--- src/rtl/core/spq_pkg.sv ---
// ----------------------------------------------------------------------------
// spq_pkg
// Shared types and codes for the sorted priority queue.
// ----------------------------------------------------------------------------
package spq_pkg;

    // Request codes
    typedef enum logic {
        OP_INSERT = 1'b0,
        OP_DELETE = 1'b1
    } t_op;

    // Result status codes
    typedef enum logic [1:0] {
        ST_OK    = 2'd0,
        ST_FULL  = 2'd1,
        ST_EMPTY = 2'd2
    } t_status;

    // Controller states
    typedef enum logic {
        S_IDLE = 1'b0,
        S_HOLD = 1'b1
    } t_state;

    // Command from controller to datapath
    typedef struct packed {
        logic exec;
    } t_dp_cmd;

endpackage

--- src/rtl/core/spq_if.sv ---
// ----------------------------------------------------------------------------
// spq_if
// Valid/ready channels for queue requests and queue results.
// ----------------------------------------------------------------------------
interface spq_req_if #(
    parameter int PRIO_WIDTH = 16,
    parameter int DATA_WIDTH = 16
) ();
    logic                         valid;
    logic                         ready;
    logic                         req_type;
    logic signed [PRIO_WIDTH-1:0] priority_req;
    logic        [DATA_WIDTH-1:0] payload;

    modport source (output valid, output req_type, output priority_req,
                    output payload, input ready);
    modport sink   (input valid, input req_type, input priority_req,
                    input payload, output ready);
endinterface

interface spq_rsp_if #(
    parameter int PRIO_WIDTH = 16,
    parameter int DATA_WIDTH = 16,
    parameter int CNT_WIDTH  = 5
) ();
    logic                         valid;
    logic                         ready;
    logic                  [1:0]  status;
    logic signed [PRIO_WIDTH-1:0] out_priority;
    logic        [DATA_WIDTH-1:0] out_payload;
    logic        [CNT_WIDTH-1:0]  entry_count;

    modport source (output valid, output status, output out_priority,
                    output out_payload, output entry_count, input ready);
    modport sink   (input valid, input status, input out_priority,
                    input out_payload, input entry_count, output ready);
endinterface

--- src/rtl/core/spq_ctrl.sv ---
// ----------------------------------------------------------------------------
// spq_ctrl
// Handshake controller: take one request, hold its result until transfer.
// ----------------------------------------------------------------------------
module spq_ctrl
    import spq_pkg::*;
(
    input  logic    i_clk,
    input  logic    i_rst_n,
    input  logic    i_in_valid,
    input  logic    i_out_ready,
    output logic    o_in_ready,
    output logic    o_out_valid,
    output t_dp_cmd o_cmd
);

    t_state r_state;
    t_state n_state;

    always_ff @(posedge i_clk) begin
        if (!i_rst_n) begin
            r_state <= S_IDLE;
        end else begin
            r_state <= n_state;
        end
    end

    // Hold ready low while reset is applied so no request transfers then.
    always_comb begin
        n_state     = r_state;
        o_in_ready  = 1'b0;
        o_out_valid = 1'b0;
        o_cmd.exec  = 1'b0;
        case (r_state)
            S_IDLE: begin
                o_in_ready = i_rst_n;
                if (i_in_valid && i_rst_n) begin
                    o_cmd.exec = 1'b1;
                    n_state    = S_HOLD;
                end
            end
            S_HOLD: begin
                o_out_valid = 1'b1;
                if (i_out_ready) begin
                    n_state = S_IDLE;
                end
            end
            default: begin
                n_state = S_IDLE;
            end
        endcase
    end

endmodule

--- src/rtl/core/spq_datapath.sv ---
// ----------------------------------------------------------------------------
// spq_datapath
// Sorted slot register file with per-slot compare, plus result registers.
// ----------------------------------------------------------------------------
module spq_datapath
    import spq_pkg::*;
#(
    parameter int DEPTH      = 16,
    parameter int PRIO_WIDTH = 16,
    parameter int DATA_WIDTH = 16,
    parameter int CNT_WIDTH  = 5
) (
    input  logic                         i_clk,
    input  logic                         i_rst_n,
    input  t_dp_cmd                      i_cmd,
    input  logic                         i_req_type,
    input  logic signed [PRIO_WIDTH-1:0] i_prio,
    input  logic        [DATA_WIDTH-1:0] i_data,
    output logic                  [1:0]  o_status,
    output logic signed [PRIO_WIDTH-1:0] o_prio,
    output logic        [DATA_WIDTH-1:0] o_data,
    output logic        [CNT_WIDTH-1:0]  o_count
);

    logic signed [PRIO_WIDTH-1:0] r_prio [DEPTH];
    logic        [DATA_WIDTH-1:0] r_data [DEPTH];
    logic        [CNT_WIDTH-1:0]  r_count;
    logic                  [1:0]  r_status;
    logic signed [PRIO_WIDTH-1:0] r_oprio;
    logic        [DATA_WIDTH-1:0] r_odata;

    logic                         w_ge       [DEPTH];
    logic signed [PRIO_WIDTH-1:0] w_ins_prio [DEPTH];
    logic        [DATA_WIDTH-1:0] w_ins_data [DEPTH];
    logic signed [PRIO_WIDTH-1:0] w_del_prio [DEPTH];
    logic        [DATA_WIDTH-1:0] w_del_data [DEPTH];

    logic full;
    logic empty;
    logic is_insert;

    assign full      = (r_count == CNT_WIDTH'(DEPTH));
    assign empty     = (r_count == '0);
    assign is_insert = (i_req_type == OP_INSERT);

    // Each slot decides locally: hold, take the new entry, or take its neighbor.
    for (genvar g = 0; g < DEPTH; g++) begin : g_slot
        assign w_ge[g] = (CNT_WIDTH'(g) < r_count) && (i_prio < r_prio[g]);

        if (g == 0) begin : g_first
            assign w_ins_prio[g] = w_ge[g] ? r_prio[g] : i_prio;
            assign w_ins_data[g] = w_ge[g] ? r_data[g] : i_data;
        end else begin : g_rest
            assign w_ins_prio[g] = w_ge[g]   ? r_prio[g]
                                 : w_ge[g-1] ? i_prio : r_prio[g-1];
            assign w_ins_data[g] = w_ge[g]   ? r_data[g]
                                 : w_ge[g-1] ? i_data : r_data[g-1];
        end

        if (g == DEPTH - 1) begin : g_last
            assign w_del_prio[g] = r_prio[g];
            assign w_del_data[g] = r_data[g];
        end else begin : g_mid
            assign w_del_prio[g] = r_prio[g+1];
            assign w_del_data[g] = r_data[g+1];
        end
    end

    always_ff @(posedge i_clk) begin
        if (i_cmd.exec) begin
            if (is_insert && !full) begin
                r_prio <= w_ins_prio;
                r_data <= w_ins_data;
            end else if (!is_insert && !empty) begin
                r_prio <= w_del_prio;
                r_data <= w_del_data;
            end
        end
    end

    always_ff @(posedge i_clk) begin
        if (!i_rst_n) begin
            r_count <= '0;
        end else if (i_cmd.exec) begin
            if (is_insert && !full) begin
                r_count <= r_count + CNT_WIDTH'(1);
            end else if (!is_insert && !empty) begin
                r_count <= r_count - CNT_WIDTH'(1);
            end
        end
    end

    // Result: head after insert, removed head on delete, zeros on a delete when empty.
    always_ff @(posedge i_clk) begin
        if (i_cmd.exec) begin
            if (is_insert) begin
                r_status <= full ? ST_FULL : ST_OK;
                if (full || w_ge[0]) begin
                    r_oprio <= r_prio[0];
                    r_odata <= r_data[0];
                end else begin
                    r_oprio <= i_prio;
                    r_odata <= i_data;
                end
            end else if (empty) begin
                r_status <= ST_EMPTY;
                r_oprio  <= '0;
                r_odata  <= '0;
            end else begin
                r_status <= ST_OK;
                r_oprio  <= r_prio[0];
                r_odata  <= r_data[0];
            end
        end
    end

    assign o_status = r_status;
    assign o_prio   = r_oprio;
    assign o_data   = r_odata;
    assign o_count  = r_count;

endmodule

--- src/rtl/core/sorted_priority_queue.sv ---
// ----------------------------------------------------------------------------
// sorted_priority_queue
// Bounded priority queue kept sorted by descending priority.
// ----------------------------------------------------------------------------
// A request transfers in the idle cycle and the queue updates at that edge,
// then the result is held in the output register until it transfers, and
// only after that is a new request taken. The sorted slots are registers,
// every slot compares itself against the new priority in parallel, so an
// insert or delete completes at the edge on which its request transfers
// whatever the fill level. An insert lands ahead of all entries of equal or
// lower priority (newest first among equals) and returns the head after the
// insert; a delete returns the removed head. Insert into a full queue leaves
// it unchanged, reports status full and returns the current head. Delete on an
// empty queue reports status empty with zero priority and payload. The
// entry count after the request comes with every result. No clearing pass
// after reset: slots beyond the count are never read.
module sorted_priority_queue
    import spq_pkg::*;
#(
    parameter int DEPTH      = 16,
    parameter int PRIO_WIDTH = 16,
    parameter int DATA_WIDTH = 16
) (
    input  logic       i_clk,
    input  logic       i_rst_n,
    spq_req_if.sink    i_req,
    spq_rsp_if.source  o_rsp
);

    localparam int CNT_WIDTH = $clog2(DEPTH + 1);

    t_dp_cmd cmd;

    // Controller: owns both handshakes and tells the datapath when to act.
    spq_ctrl u_ctrl (
        .i_clk       (i_clk),
        .i_rst_n     (i_rst_n),
        .i_in_valid  (i_req.valid),
        .i_out_ready (o_rsp.ready),
        .o_in_ready  (i_req.ready),
        .o_out_valid (o_rsp.valid),
        .o_cmd       (cmd)
    );

    // Datapath: sorted slots, entry count and the registered result.
    spq_datapath #(
        .DEPTH      (DEPTH),
        .PRIO_WIDTH (PRIO_WIDTH),
        .DATA_WIDTH (DATA_WIDTH),
        .CNT_WIDTH  (CNT_WIDTH)
    ) u_dp (
        .i_clk      (i_clk),
        .i_rst_n    (i_rst_n),
        .i_cmd      (cmd),
        .i_req_type (i_req.req_type),
        .i_prio     (i_req.priority_req),
        .i_data     (i_req.payload),
        .o_status   (o_rsp.status),
        .o_prio     (o_rsp.out_priority),
        .o_data     (o_rsp.out_payload),
        .o_count    (o_rsp.entry_count)
    );

`ifndef SYNTHESIS
    // Count never runs past the slot store.
    a_count_bound: assert property (@(posedge i_clk) disable iff (!i_rst_n)
        o_rsp.valid |-> (o_rsp.entry_count <= CNT_WIDTH'(DEPTH)))
        else $error("entry count exceeds depth");

    // A full rejection only happens with every slot in use.
    a_full_count: assert property (@(posedge i_clk) disable iff (!i_rst_n)
        (o_rsp.valid && o_rsp.status == ST_FULL)
            |-> (o_rsp.entry_count == CNT_WIDTH'(DEPTH)))
        else $error("full status with free slots");

    // An accepted request shows its result on the next cycle.
    a_req_to_rsp: assert property (@(posedge i_clk) disable iff (!i_rst_n)
        (i_req.valid && i_req.ready) |=> o_rsp.valid)
        else $error("result missing after request transfer");

    // No new request while a result is pending.
    a_one_in_flight: assert property (@(posedge i_clk) disable iff (!i_rst_n)
        o_rsp.valid |-> !i_req.ready)
        else $error("request taken while result pending");
`endif

endmodule
--- src/flat_wrapper.sv ---
// flat-port wrapper written by rule: the top's interface ports become plain ports
module sorted_priority_queue_flat import spq_pkg::*;
#(
    parameter int DEPTH      = 16,
    parameter int PRIO_WIDTH = 16,
    parameter int DATA_WIDTH = 16
)
  (i_clk, i_rst_n, i_req_valid, i_req_req_type, i_req_priority_req, i_req_payload, i_req_ready, o_rsp_valid, o_rsp_status, o_rsp_out_priority, o_rsp_out_payload, o_rsp_entry_count, o_rsp_ready);
  spq_req_if #(.PRIO_WIDTH(PRIO_WIDTH), .DATA_WIDTH(DATA_WIDTH)) i_req_i ();
  spq_rsp_if #(.PRIO_WIDTH(PRIO_WIDTH), .DATA_WIDTH(DATA_WIDTH)) o_rsp_i ();
  input  logic i_clk;
  input  logic i_rst_n;
  input wire logic [$bits(i_req_i.valid)-1:0] i_req_valid;
  input wire logic [$bits(i_req_i.req_type)-1:0] i_req_req_type;
  input wire logic [$bits(i_req_i.priority_req)-1:0] i_req_priority_req;
  input wire logic [$bits(i_req_i.payload)-1:0] i_req_payload;
  output wire logic [$bits(i_req_i.ready)-1:0] i_req_ready;
  output wire logic [$bits(o_rsp_i.valid)-1:0] o_rsp_valid;
  output wire logic [$bits(o_rsp_i.status)-1:0] o_rsp_status;
  output wire logic [$bits(o_rsp_i.out_priority)-1:0] o_rsp_out_priority;
  output wire logic [$bits(o_rsp_i.out_payload)-1:0] o_rsp_out_payload;
  output wire logic [$bits(o_rsp_i.entry_count)-1:0] o_rsp_entry_count;
  input wire logic [$bits(o_rsp_i.ready)-1:0] o_rsp_ready;
  assign i_req_i.valid = i_req_valid;
  assign i_req_i.req_type = i_req_req_type;
  assign i_req_i.priority_req = i_req_priority_req;
  assign i_req_i.payload = i_req_payload;
  assign i_req_ready = i_req_i.ready;
  assign o_rsp_valid = o_rsp_i.valid;
  assign o_rsp_status = o_rsp_i.status;
  assign o_rsp_out_priority = o_rsp_i.out_priority;
  assign o_rsp_out_payload = o_rsp_i.out_payload;
  assign o_rsp_entry_count = o_rsp_i.entry_count;
  assign o_rsp_i.ready = o_rsp_ready;
  sorted_priority_queue #(.DEPTH(DEPTH), .PRIO_WIDTH(PRIO_WIDTH), .DATA_WIDTH(DATA_WIDTH)) u_core (.i_clk(i_clk), .i_rst_n(i_rst_n), .i_req(i_req_i), .o_rsp(o_rsp_i));
endmodule
--- config.mk ---
export PLATFORM = sky130hd
export DESIGN_NAME = sorted_priority_queue_flat
export DESIGN_NICKNAME = d
export VERILOG_FILES = /design/src/rtl/core/spq_pkg.sv /design/src/rtl/core/spq_if.sv /design/src/rtl/core/spq_ctrl.sv /design/src/rtl/core/spq_datapath.sv /design/src/rtl/core/sorted_priority_queue.sv /design/src/flat_wrapper.sv
export SDC_FILE = /design/constraint.sdc
export NUM_CORES = 2
export LEC_CHECK = 0
export ABC_AREA = 0
export BUFFER_PORTS_ARGS = -buffer_cell sky130_fd_sc_hd__buf_2
export CAP_MARGIN = 20
export CORE_ASPECT_RATIO = 0.7
export CORE_MARGIN = 2
export CORE_UTILIZATION = 64
export DETAILED_ROUTE_END_ITERATION = 8
export PLACE_DENSITY = 0.93
export SYNTH_ARGS = -nofsm -noshare
export SYNTH_HDL_FRONTEND = slang
export SYNTH_SLANG_ARGS = --single-unit
--- constraint.sdc ---
create_clock -name i_clk -period 7.3 [get_ports i_clk]
set_clock_uncertainty 0.15 [all_clocks]
set_input_delay 1.46 -clock i_clk [delete_from_list [all_inputs] [get_ports i_clk]]
set_output_delay 1.46 -clock i_clk [all_outputs]
set_load 0.01 [all_outputs]
Word level (Yosys, flattened, before mapping)

Index checks and enable logic that the tools add are counted.

Register bits after elaboration: 552
Output and inout bits: 41
Word-level logic and storage cells: 214

$add $sub $neg: 2
Order comparisons: 32
Eq/ne operators: 16
Multiplexer cells: 83
Bitwise gates (word level): 3
Reductions and logical operators: 41

Operators with widths:

| cell                                              | number |
|---|---|
| 2-to-1 mux 16 bit                                 | 68 |
| 2-to-1 mux 256 bit                                | 4 |
| < comparator 16 bit                               | 16 |
| AND reduction 3 bit                               | 16 |
| < comparator 4 x 5 -> 1 bit, first input constant | 8 |
| != test 2 bit, second input constant              | 15 |
| < comparator 3 x 5 -> 1 bit, first input constant | 4 |
| logical AND 1 bit                                 | 19 |
| < comparator 1 x 5 -> 1 bit, first input constant | 2 |
| < comparator 2 x 5 -> 1 bit, first input constant | 2 |
| 2-to-1 mux 5 bit                                  | 2 |
| 2-to-1 mux 1 bit                                  | 6 |
| adder 5 x 1 -> 5 bit, second input constant       | 1 |
| == test 5 bit, second input constant              | 1 |
| zero test 5 bit                                   | 1 |
| subtractor 5 x 1 -> 5 bit, second input constant  | 1 |
| 2-to-1 mux 2 bit                                  | 2 |
| inverter 1 bit                                    | 3 |
| zero test 1 bit                                   | 2 |
| one-hot mux 1 bit (2 select lines)                | 1 |
| AND reduction 2 bit                               | 1 |
| nonzero test 2 bit                                | 1 |
| logical OR 1 bit                                  | 1 |

Logic depth before layout (Yosys ltp)

Word-level depth: 5
Mapped depth: 12
Depth with buffers taken out: 9

Modules after synthesis

From an unflattened synthesis, not the netlist that was laid out.

Cells, all modules: 3,387
Area, all modules: 34,204.1 µm²

Modules (own cells, without submodules):

| module       | instances | cells each | area each (µm²) | sequential area each (µm²) |
|---|---|---|---|---|
| spq_datapath | 1         | 3,381      | 34,147.8        | 16,495.8 |
| spq_ctrl     | 1         | 6          | 56.3            | 20.0 |

Worst setup path before layout

No wires, ideal clock.

Path type: input -> register
Start point: input port i_req_priority_req[7]
End point: register u_core.u_dp.r_data[240] (netlist name), enable pin
Arrival: 5.172 ns
Required time: 6.689 ns
Setup slack: 1.517 ns
Cell stages on the path: 8
Path buffers: 1
Cells stage by stage: ha_1 -> and4_1 -> o21ai_0 -> o211a_1 -> o21ai_1 -> buf_2 -> a21oi_1 -> nor3_1

Longest elaborated chain between the ends: 4

RTL lines:

| item                          | RTL line           | source |
|---|---|---|
| from (decl)                   | flat_wrapper.sv:15 | `input wire logic [$bits(i_req_i.priority_req)-1:0] i_req_priority_req;` |
| < comparator 16 bit           | spq_datapath.sv:48 | `assign w_ge[g] = (CNT_WIDTH'(g) < r_count) && (i_prio < r_prio[g]);` |
| logical AND 1 bit             | spq_datapath.sv:48 |  |
| != test 2 bit (no line)       | --                 |  |
| AND reduction 3 bit (no line) | --                 |  |
| to (signal assigned)          | spq_datapath.sv:73 | `r_data <= w_ins_data;` |
| to (signal assigned)          | spq_datapath.sv:76 | `r_data <= w_del_data;` |
| to (decl)                     | spq_datapath.sv:26 | `logic [DATA_WIDTH-1:0] r_data [DEPTH];` |

Every way passes these cells.
A chain may end at the register's enable or synchronous reset.

Worst setup path in the final report

Start point: input port i_req_priority_req[11]
End point: register u_core.u_dp.r_data[153] (netlist name) (data pin)

Longest elaborated chain between the ends: 5

RTL lines:

| item                | RTL line           | source |
|---|---|---|
| < comparator 16 bit | spq_datapath.sv:48 |  |
| logical AND 1 bit   | spq_datapath.sv:48 |  |
| 2-to-1 mux 16 bit   | spq_datapath.sv:57 | `: w_ge[g-1] ? i_data : r_data[g-1];` |
| 2-to-1 mux 16 bit   | spq_datapath.sv:56 | `assign w_ins_data[g] = w_ge[g] ? r_data[g]` |
| 2-to-1 mux 256 bit  | spq_datapath.sv:71 | `if (is_insert && !full) begin` |

Every way passes these cells. The select of a mux whose other input is x is not followed.

==> impl_metrics.json <==
{
  "intPower_mw": 5.705,
  "ys_async_sr_fraction_pct": 0,
  "drt_iter0_markers": 5674,
  "final_max_slew_viol_count": 0,
  "synth_nets": 3693,
  "dieArea_mm2": 0.05638,
  "nets": 3623,
  "p_leak_nw": 14.59,
  "hpwl_um": 68860,
  "tightest_slew_ns": 1.099,
  "initial_core_util_pct": 64.86,
  "r2r_slack_ns": 3.12,
  "area_delta_synth_final_pct": 7.943,
  "postCtsHoldBufs": 0,
  "powerDensity_mw_per_mm2": 211.5,
  "grt_first_pass_wirelength_um": 162600,
  "clk_pin_slew_ns": 0.06,
  "min_to": "u_core.u_ctrl.r_state",
  "vias_per_cell": 7.027,
  "grt_usage_pct": 37.12,
  "wl_um": 107100,
  "critPathArrivalTime_ns": 4.97,
  "crit_slowest_cell": "a31o_2",
  "layout_common_cells": "edfxtp_1, nand2_1, inv_1, mux2i_1, a21oi_1",
  "finalPower_mw": 7.960,
  "fin_crit_sh_pct": 66.01,
  "cts.sinks": 552,
  "clockRootBuffer": "clkbuf_16",
  "crit_start": "i_req_priority_req[11]",
  "synth_cells": 3413,
  "crit_chain": "buf_2 -> ha_1 -> a21oi_1 -> o21ai_0 -> a2111oi_0 -> a211o_1 -> a31o_2 -> buf_4 -> mux2i_1 -> a21oi_1",
  "critical_path.startpoint_type": "primary input",
  "post_cts_buffers": 0,
  "grt_overflow_total": 0,
  "required_ns": 7.45,
  "die_x_um": 282.9,
  "grt_pass1_vias": 27428,
  "numCtsBuffers": 53,
  "finalSetupTns_ns": 0,
  "final_common_cell": "edfxtp_1",
  "layout_min_cycle_time_ns": 4.819,
  "rr_worst_depth": 8,
  "num_rows": 71,
  "ys_types": 63,
  "combPwrFrac_pct": 15.7,
  "path_max_fanout": 30,
  "hold_path_depth": 1,
  "synth_area_per_cell_um2": 10.21,
  "status": "completed",
  "grt_max_degree": 216,
  "antenna_found_initial": 5,
  "seqPwrFrac_pct": 48.0,
  "cap_violations": 0,
  "htree_levels": 2,
  "die_h_um": 199.3,
  "power_switching_mw": 2.255,
  "final_util_pct": 70.01,
  "yosys_warnings": 0,
  "clk_latency_ns": 0.62,
  "critPathKind": "in2reg",
  "holdCritStartpoint": "u_core.u_ctrl.r_state",
  "port_buffers": 77,
  "drtAntennaViolNets": 0,
  "cts_resized": 0,
  "hold_viol": 0,
  "dr.pass1.iters": 9,
  "core_area_mm2": 0.05375,
  "ys_ff_latch": 552,
  "reg2reg_to": "u_core.u_dp.r_prio[241]",
  "cts_tree": "done",
  "cts_max_path_buffers": 3,
  "netlist_area_mm2": 0.03486,
  "r2r_start": "u_core.u_dp.o_count[2]",
  "fmax_mhz": 207.5,
  "synth_edf_count": 546,
  "power.share.switching_pct": 28.33,
  "path_common_cell": "a21oi_1",
  "finalSetupViolCount": 0,
  "maxSlewHeadroom_pct": 26.60,
  "endpoint_kind": "register",
  "clkPwrFrac_pct": 36.3,
  "gp_congestion": 0.9699,
  "max_stage_delay_ns": 0.73,
  "hold_class": "reg2reg",
  "synthFlopType": "edfxtp_1",
  "drive_gt1_share_pct": 8.383,
  "io_pins": 78,
  "ys_seq_area_share_pct": 47.38,
  "vias": 28967,
  "wl_per_cell_um": 25.98,
  "vdd.ir_drop.worst_mv": 0.1806,
  "rsz0062_at_grt": "no",
  "drc": 0
}
-- worst max-delay path: cells and delay by family --
kind | cells | cell delay, ns
AO/OA/AOI/OAI | 6 | 1.79
multiplexers | 1 | 0.27
adder cells (fa/ha/maj) | 1 | 0.39
buffers and inverters | 2 | 1.01
-- registers in the layout (all words and copies together), names as in the netlist --
signal                 count
u_core.u_dp.r_data       256
u_core.u_dp.o_prio        16
u_core.u_dp.o_status       2
u_core.u_dp.r_prio       256
u_core.u_ctrl.r_state      1
u_core.u_dp.o_data        16
u_core.u_dp.o_count        5
-- layout make-up --
class                   instances  area (µm²)
multi-input cells            2342       16530
flip-flops and latches        552       16520
fillers                      3493       16120
clock buffers                  68        1413
inverters                     261       979.7
repair buffers                133       935.9
well taps                     730       913.4
clock inverters                32       334.1
diodes                          4       10.01
-- power by group through the flow --
stage / clock, mW / sequential [mW] / combinational, mW
4_1_cts: 2.87 / 3.81 / 1.19
5_1_grt: 3.00 / 3.82 / 1.33
3_3_place_gp: 0 / 3.86 / 1.11
6_report: 2.89 / 3.82 / 1.25
2_1_floorplan: 0 / 3.83 / 0.792
3_5_place_dp: 0 / 3.87 / 1.16
-- cell families after synthesis --
group | Yosys count | share of synthesized area (%)
AOI/OAI and AO/OA | 903 | 16.81
xor gates and xnor gates | 4 | 0.1005
adders and majority gates | 243 | 8.722
buffers and inverters | 519 | 5.983
DFF | 552 | 47.38
muxes | 291 | 8.475
and+or+nand+nor | 901 | 12.53
-- per-layer routing --
layer	part of all wire [%]	track usage [%]
met5	0.047	0
met4	3.1	10.58
met3	18	14.32
met2	41	52.83
met1	38	52.63
-- worst max-delay path by stage --
stage                                   end  slack [ns]  cells past startpoint
floorplan           u_core.u_dp.r_data[240]        1.52                      8
CTS                 u_core.u_dp.r_data[153]        2.62                     10
finish              u_core.u_dp.r_data[153]        2.48                     10
detailed placement  u_core.u_dp.r_data[150]        2.07                     10
global placement    u_core.u_dp.r_data[134]        2.07                     10
global route        u_core.u_dp.r_data[153]        2.35                     10
-- Yosys cell counts, drive strengths merged (10+ instances only) --
library cell / n / share of area (%)
a21oi: 256 / 3.7
nor2: 197 / 2.1
and3: 10 / 0.18
a21o: 33 / 0.71
ha: 243 / 8.7
buf: 87 / 1.3
nor3b: 131 / 2.8
nor3: 13 / 0.22
a2111oi: 12 / 0.32
clkbuf: 171 / 1.8
o21ai: 227 / 3.3
o2bb2ai: 32 / 0.80
inv: 261 / 2.8
mux2i: 258 / 7.4
nand2b: 85 / 1.5
o21a: 129 / 2.8
mux2: 33 / 1.1
edfxtp: 546 / 47
o31a: 132 / 3.3
nand2: 357 / 3.8
nand4: 24 / 0.43
a22oi: 19 / 0.41
nand3: 55 / 0.79
-- stage by stage --
step / hold WS [ns] / cells / setup slack [ns] / instance area, µm²
final: 0.3914 / 4122 / 2.482 / 37630
after detailed placement: 0.3810 / 4014 / 2.067 / 35770
after CTS: 0.3977 / 4114 / 2.619 / 37510
after global placement: 0.3587 / 4013 / 2.067 / 35740
after floorplan: 0.3677 / 3413 / 1.517 / 34860
after global routing: 0.4231 / 4118 / 2.353 / 37620
No activity file was read; power rests on OpenSTA's default activity.
